--- config.mk ---
export PLATFORM = sky130hd
export DESIGN_NAME = tli_ctrl
export DESIGN_NICKNAME = d
export VERILOG_FILES = /design/src/rtl/tli_pkg.sv /design/src/rtl/tli_ctrl.sv
export SDC_FILE = /design/constraint.sdc
export NUM_CORES = 1
export LEC_CHECK = 0
export ABC_AREA = 1
export BUFFER_PORTS_ARGS = -buffer_cell sky130_fd_sc_hd__buf_4
export CORE_ASPECT_RATIO = 1.25
export CORE_MARGIN = 4
export CORE_UTILIZATION = 55
export DETAILED_ROUTE_END_ITERATION = 10
export HOLD_SLACK_MARGIN = 0.02
export PLACE_DENSITY = 0.81
export SLEW_MARGIN = 20
export SYNTH_ARGS = -nofsm -noshare
export SYNTH_HDL_FRONTEND = slang
export SYNTH_SLANG_ARGS = --single-unit
--- constraint.sdc ---
create_clock -name i_clk -period 2.3 [get_ports i_clk]
set_input_delay 0.46 -clock i_clk [delete_from_list [all_inputs] [get_ports i_clk]]
set_output_delay 0.46 -clock i_clk [all_outputs]
set_load 0.05 [all_outputs]
--- src/rtl/tli_pkg.sv ---
// ----------------------------------------------------------------------------
// tli_pkg
// Shared types and fixed field widths for the table interpolator.
// ----------------------------------------------------------------------------
package tli_pkg;

    localparam int PC_WIDTH  = 9;
    localparam int IDX_WIDTH = 8;

    typedef enum logic [2:0] {
        RD_FIRST = 3'd0,
        RD_LAST  = 3'd1,
        RD_SCAN  = 3'd2,
        RD_I1    = 3'd3,
        RD_I2    = 3'd4
    } t_rd_sel;

    typedef enum logic [2:0] {
        RES_HOLD   = 3'd0,
        RES_MEM    = 3'd1,
        RES_A      = 3'd2,
        RES_ERR    = 3'd3,
        RES_INTERP = 3'd4
    } t_res_sel;

    typedef struct packed {
        logic     knot_wr;
        logic     query_ld;
        t_rd_sel  rd_sel;
        logic     scan_init;
        logic     scan_adv;
        logic     scan_step;
        logic     hold_a;
        logic     setup;
        logic     mul_step;
        logic     div_step;
        t_res_sel res_sel;
        logic     out_load;
    } t_dp_cmd;

    typedef struct packed {
        logic t_le_x;
        logic t_ge_x;
        logic x_gt_t;
        logic x2_gt_x1;
        logic idx_same;
        logic out_busy;
    } t_dp_stat;

endpackage

--- src/rtl/tli_ctrl.sv ---
// ----------------------------------------------------------------------------
// tli_ctrl
// Sequencer for knot loads, clamp checks, scan and serial arithmetic.
// ----------------------------------------------------------------------------
module tli_ctrl #(
    parameter int VALUE_WIDTH = 32
) (
    input  logic               i_clk,
    input  logic               i_rst_n,
    input  logic               i_s_tvalid,
    input  logic               i_action,
    output logic               o_s_tready,
    input  tli_pkg::t_dp_stat  i_stat,
    output tli_pkg::t_dp_cmd   o_cmd
);

    localparam int SW = $clog2(VALUE_WIDTH);
    localparam logic [SW-1:0] STEP_LAST = SW'(VALUE_WIDTH - 1);

    typedef enum logic [11:0] {
        S_IDLE    = 12'b0000_0000_0001,
        S_FIRST   = 12'b0000_0000_0010,
        S_LAST    = 12'b0000_0000_0100,
        S_CHKLAST = 12'b0000_0000_1000,
        S_SCAN    = 12'b0000_0001_0000,
        S_RD1     = 12'b0000_0010_0000,
        S_RD2     = 12'b0000_0100_0000,
        S_SETUP   = 12'b0000_1000_0000,
        S_MUL     = 12'b0001_0000_0000,
        S_DIV     = 12'b0010_0000_0000,
        S_FIN     = 12'b0100_0000_0000,
        S_OUT     = 12'b1000_0000_0000
    } t_state;

    t_state        r_state;
    t_state        n_state;
    logic [SW-1:0] r_step;
    logic [SW-1:0] n_step;

    always_ff @(posedge i_clk) begin
        if (!i_rst_n) begin
            r_state <= S_IDLE;
            r_step  <= '0;
        end else begin
            r_state <= n_state;
            r_step  <= n_step;
        end
    end

    always_comb begin
        n_state    = r_state;
        n_step     = r_step;
        o_cmd      = '0;
        o_s_tready = 1'b0;
        case (r_state)
            S_IDLE: begin
                o_s_tready = 1'b1;
                if (i_s_tvalid) begin
                    if (i_action) begin
                        o_cmd.query_ld = 1'b1;
                        n_state        = S_FIRST;
                    end else begin
                        o_cmd.knot_wr = 1'b1;
                    end
                end
            end
            S_FIRST: begin
                o_cmd.rd_sel    = tli_pkg::RD_FIRST;
                o_cmd.scan_init = 1'b1;
                n_state         = S_LAST;
            end
            S_LAST: begin
                o_cmd.rd_sel = tli_pkg::RD_LAST;
                if (i_stat.t_le_x) begin
                    o_cmd.res_sel = tli_pkg::RES_MEM;
                    n_state       = S_OUT;
                end else begin
                    n_state = S_CHKLAST;
                end
            end
            S_CHKLAST: begin
                o_cmd.rd_sel   = tli_pkg::RD_SCAN;
                o_cmd.scan_adv = 1'b1;
                if (i_stat.t_ge_x) begin
                    o_cmd.res_sel = tli_pkg::RES_MEM;
                    n_state       = S_OUT;
                end else begin
                    n_state = S_SCAN;
                end
            end
            S_SCAN: begin
                o_cmd.rd_sel    = tli_pkg::RD_SCAN;
                o_cmd.scan_adv  = 1'b1;
                o_cmd.scan_step = 1'b1;
                if (i_stat.x_gt_t) begin
                    n_state = S_RD1;
                end
            end
            S_RD1: begin
                o_cmd.rd_sel = tli_pkg::RD_I1;
                n_state      = S_RD2;
            end
            S_RD2: begin
                o_cmd.rd_sel = tli_pkg::RD_I2;
                o_cmd.hold_a = 1'b1;
                n_state      = S_SETUP;
            end
            S_SETUP: begin
                o_cmd.setup = 1'b1;
                n_step      = STEP_LAST;
                if (i_stat.x2_gt_x1) begin
                    n_state = S_MUL;
                end else if (i_stat.idx_same) begin
                    o_cmd.res_sel = tli_pkg::RES_A;
                    n_state       = S_OUT;
                end else begin
                    o_cmd.res_sel = tli_pkg::RES_ERR;
                    n_state       = S_OUT;
                end
            end
            S_MUL: begin
                o_cmd.mul_step = 1'b1;
                if (r_step == '0) begin
                    n_step  = STEP_LAST;
                    n_state = S_DIV;
                end else begin
                    n_step = r_step - SW'(1);
                end
            end
            S_DIV: begin
                o_cmd.div_step = 1'b1;
                if (r_step == '0) begin
                    n_state = S_FIN;
                end else begin
                    n_step = r_step - SW'(1);
                end
            end
            S_FIN: begin
                o_cmd.res_sel = tli_pkg::RES_INTERP;
                n_state       = S_OUT;
            end
            S_OUT: begin
                if (!i_stat.out_busy) begin
                    o_cmd.out_load = 1'b1;
                    n_state        = S_IDLE;
                end
            end
            default: begin
                n_state = S_IDLE;
            end
        endcase
    end

endmodule
=== After elaboration in Yosys (flattened, before gate mapping) ===
Cells that the tools add are included.
W data, S select, Z words.

* Output and inout port bits: 17
* Register bits: 17
* Bits of input ports: 10
* Word-level logic and storage cells: 60

* Reductions and logical operators: 5
* Equality and inequality tests: 19
* Multiplexer cells: 33
* Add/subtract/negate cells: 1

{| class="wikitable"
|+ Operators with widths
! cell !! number
|-
| $pmux W12 S12 || 1
|-
| $mux W12 || 9
|-
| $pmux W3 S4 || 2
|-
| $mux W1 || 15
|-
| $pmux W5 S3 || 1
|-
| $ne A2 B2 Y1 const B || 7
|-
| $eq A12 B1 Y1 const B || 1
|-
| $eq A12 B10 Y1 const B || 1
|-
| $eq A12 B11 Y1 const B || 1
|-
| $eq A12 B12 Y1 const B || 1
|-
| $eq A12 B2 Y1 const B || 1
|-
| $eq A12 B3 Y1 const B || 1
|-
| $eq A12 B4 Y1 const B || 1
|-
| $eq A12 B5 Y1 const B || 1
|-
| $eq A12 B6 Y1 const B || 1
|-
| $eq A12 B7 Y1 const B || 1
|-
| $eq A12 B8 Y1 const B || 1
|-
| $eq A12 B9 Y1 const B || 1
|-
| $mux W5 || 2
|-
| $mux W2 || 3
|-
| $reduce_and A6 Y1 || 1
|-
| $logic_not A5 Y1 || 1
|-
| $sub A5 B1 Y5 const B || 1
|-
| $reduce_bool A3 Y1 || 1
|-
| other kinds (2) || 2
|}

=== Logic depth before layout (Yosys ltp) ===
* Depth after elaboration: 3
* Depth in mapped cells: 9
* Mapped depth without buffers: 9

=== Least setup slack after synthesis ===
OpenSTA, ideal clock, no wires.

* Path kind: reg-to-output
* Start: register r_state[2]
* End: output o_cmd[5] in the netlist's numbering
* Arrival time: 2.149 ns
* Stages on the path, launching flop included: 4
* Required time: 1.840 ns
* Path slack: -0.309 ns
* Path through: dfxtp_1 -> nor2_2 -> nand2_4 -> nor4_1

{| class="wikitable"
|+ RTL lines
! item !! line !! RTL
|-
| start: declaration || tli_ctrl.sv:35 || <nowiki>t_state r_state;</nowiki>
|-
| start signal: assignment || tli_ctrl.sv:45 || <nowiki>r_state <= n_state;</nowiki>
|-
| end: declaration || tli_ctrl.sv:14 || <nowiki>output tli_pkg::t_dp_cmd o_cmd</nowiki>
|}

==> flow_metrics.tcl <==
set metrics [dict create \
    root_buffer "sky130_fd_sc_hd__clkbuf_4" \
    core_area_mm2 0.00181 \
    critPathMaxStageDelay_ns 0.36 \
    area.sequential_um2 343 \
    layout.cells.most_common "sky130_fd_sc_hd__nand2_1" \
    post_synth_num_cell_types 26 \
    vdd_ir_drop_max_mv 0.515 \
    critPathSlowestCell "sky130_fd_sc_hd__dfxtp_2" \
    intPower_uw 447 \
    cts_buffer_depth 2 \
    sw_frac_of_total_pct 36.9 \
    placer_s_final_routability_congestion_estimate 0.855 \
    overall_overflow_remaining_after_global_route 0 \
    critical_path_required_ns 1.84 \
    tritoncts.num_buffers 3 \
    timing.critical_path.from_type "register" \
    static-leakage-power_uw 0.000709 \
    pwr-share-clk_pct 23.2 \
    worstSetupPathType "register to output port" \
    via_count_of_the_first_global_routing_pass 1101 \
    outcome "finished clean" \
    synth-seq-cells 17 \
    layout.cell_area.non_filler_mm2 0.00135 \
    seq_power_share_pct 44.2 \
    grt_antenna_before_repair 0 \
    via_count 1148 \
    multiInputGateArea_um2 641 \
    clk_transition_reported_paths_ns 0.10 \
    drv.max_cap_violation_count 0 \
    per_cell_via_count_in_the_routed_design 5.24 \
    slew-limit-headroom_pct 77.4 \
    fillers 147 \
    final.setup_skew_ns 0.00143 \
    final-instance-count-excl-fill 219 \
    global_route_wire_length_before_repair_mm 4.25 \
    dp_hpwl_mm 2.10 \
    dr.first_iter.drc_count 16 \
    synthCells 169 \
    die_h_um 57.3 \
    seq_area_frac_synth_pct 31.8 \
    path_common_cell "sky130_fd_sc_hd__nor2_4" \
    floorplan.io_pins 27 \
    path_cells "nor2_4, nand2_4, nor2_4, nand2_2, or2_1, o21bai_1, buf_4" \
    path_type_of_the_worst_min_delay_path "input port to register" \
    post-route-drc-count 0 \
    antennaDiodeCount 0 \
    core.rowCount 17 \
    htree_levels 1 \
    clk-insertion-delay-late_ns 0.29 \
    synth_warnings 0 \
    totalWireLength_mm 2.66 \
    fin_nets 212 \
    endpoint_kind "output port" \
    synth.net_count 180 \
    maxSlewViolCount 0 \
    final_period_minus_worst_setup_slack_ns 2.22 \
    cellPowerDensity_mw_per_mm2 523 \
    power.share.combinational_pct 32.7 \
    drt_pass1_iterations 4 \
    die_w_um 47.4 \
    globalRouteTotalUtil_pct 20.7 \
    placed_insts 213 \
    finalCritPeriodShare_pct 96.6 \
    starting_utilization_of_the_core_area_pct 59.2 \
    arrival_ns 1.76 \
    most_frequent_cells_in_the_layout "39 x sky130_fd_sc_hd__nand2_1, 28 x sky130_fd_sc_hd__inv_1, 28 x sky130_fd_sc_hd__buf_4" \
    numPortBuffers 26 \
    critical_path.top_delay_family "simple AND/OR/NAND/NOR gates" \
    critPathMaxFanout 6 \
    p_switching_uw 261 \
    detail-route-antenna-nets 0 \
    synth.avg_cell_area_um2 6.33 \
    fp.dieArea_mm2 0.00272 \
    crit_buf_inv 1 \
    total_power_uw 709 \
    tightest_slew_ns 0.337 \
    avg_wl_per_cell_um 12.1 \
    cts.sink_count 17 \
    grt_start_max_net_pins 11 \
    mappedNetlistArea_mm2 0.00107 \
    hold_viol_final 0 \
    timing.fmax_mhz 450 \
    cts_tree "built" \
    post_route_cells_drive_above_1_share_pct 25.0 \
    detailed_place.area_mm2 0.00129 \
    signed_area_change_from_the_synthesized_netlist_to_the_final_layout_pct 26.5 \
    report.final.setup_viol 0 \
]
power by group through the flow:
| stage | Sequential [uW] | Clock [uW] | Combinational, uW |
|---|---|---|---|
| 6_report | 313 | 164 | 231 |
| 5_1_grt | 314 | 183 | 254 |
| 4_1_cts | 311 | 166 | 223 |
| 3_5_place_dp | 318 | 0 | 221 |
| 3_3_place_gp | 317 | 0 | 216 |
| 2_1_floorplan | 316 | 0 | 165 |
path summary, 6_finish.rpt:
check	endpoint	cells after the start	from	slack [ns]
setup reg to reg	r_state[6]	9	r_state[4]	0.69
hold reg to reg	r_step[4]	2	r_step[4]	0.49
setup / recovery	o_cmd[1]	7	r_state[2]	0.08
hold / removal	r_state[3]	2	i_stat[5]	0.33
flip-flops by register name, summed over array words and instances, names as in the netlist:
name     cells
r_step       5
r_state     12
Yosys cell counts (all sizes together):
master	count	area share, %
xnor2	1	0.82
or2	3	2.0
nand3	18	8.4
nand4	1	0.59
clkinv	1	0.35
dfxtp	17	32
clkbuf	1	0.35
ha	1	1.2
nand3b	2	1.4
o21bai	1	0.70
nor4	2	1.2
xor2	1	0.82
o21ai	1	0.47
o211ai	2	1.4
nor3	9	4.2
nand2	45	18
a21oi	9	4.6
inv	28	9.8
nor2	26	12
through the flow:
step                hold slack, ns  utilization, %  setup TNS (ns)  worst slack (ns)
finish                       0.332            74.9               0            0.0775
global route                 0.329            74.9        -0.00874          -0.00874
CTS                          0.332            73.1               0            0.0388
detailed placement           0.480            71.6               0             0.372
global placement             0.461            71.6               0             0.428
floorplan                    0.449               -               0            0.0587
cell type report:
type	instances	share of cell area (%)
multi-input combinational	122	47.3
sequential	17	25.3
timing repair buffer	28	15.5
inverter	29	8.04
tap	19	1.76
clock buffer	3	1.66
clock inverter	1	0.370
layer usage:
| metal | GRT usage (%) | share of wire, % |
|---|---|---|
| met1 | 23.7 | 40 |
| met3 | 2.84 | 4.9 |
| met5 | 0 | 0 |
| met4 | 5.93 | 1.3 |
| met2 | 37.5 | 54 |
what timing repair did:
action | in CTS | in global routing
gates resized for setup | 0 | 6
hold buffers | 0 | 0
endpoints found under the hold margin | 0 | 0
buffers inserted | 0 | 2
endpoints found under the setup margin | 0 | 2
kinds of logic (layout without fill, tap and decap cells):
logic type / after synthesis / in the layout / synth area share, %
xor+xnor: 2 / 2 / 1.64
flops: 17 / 17 / 31.8
simple gates: 106 / 106 / 47.7
compound gates: 13 / 13 / 7.13
buf+inv: 30 / 61 / 10.5
fa+ha+maj: 1 / 1 / 1.17
Note: power is estimated with default switching activity, not from simulation.
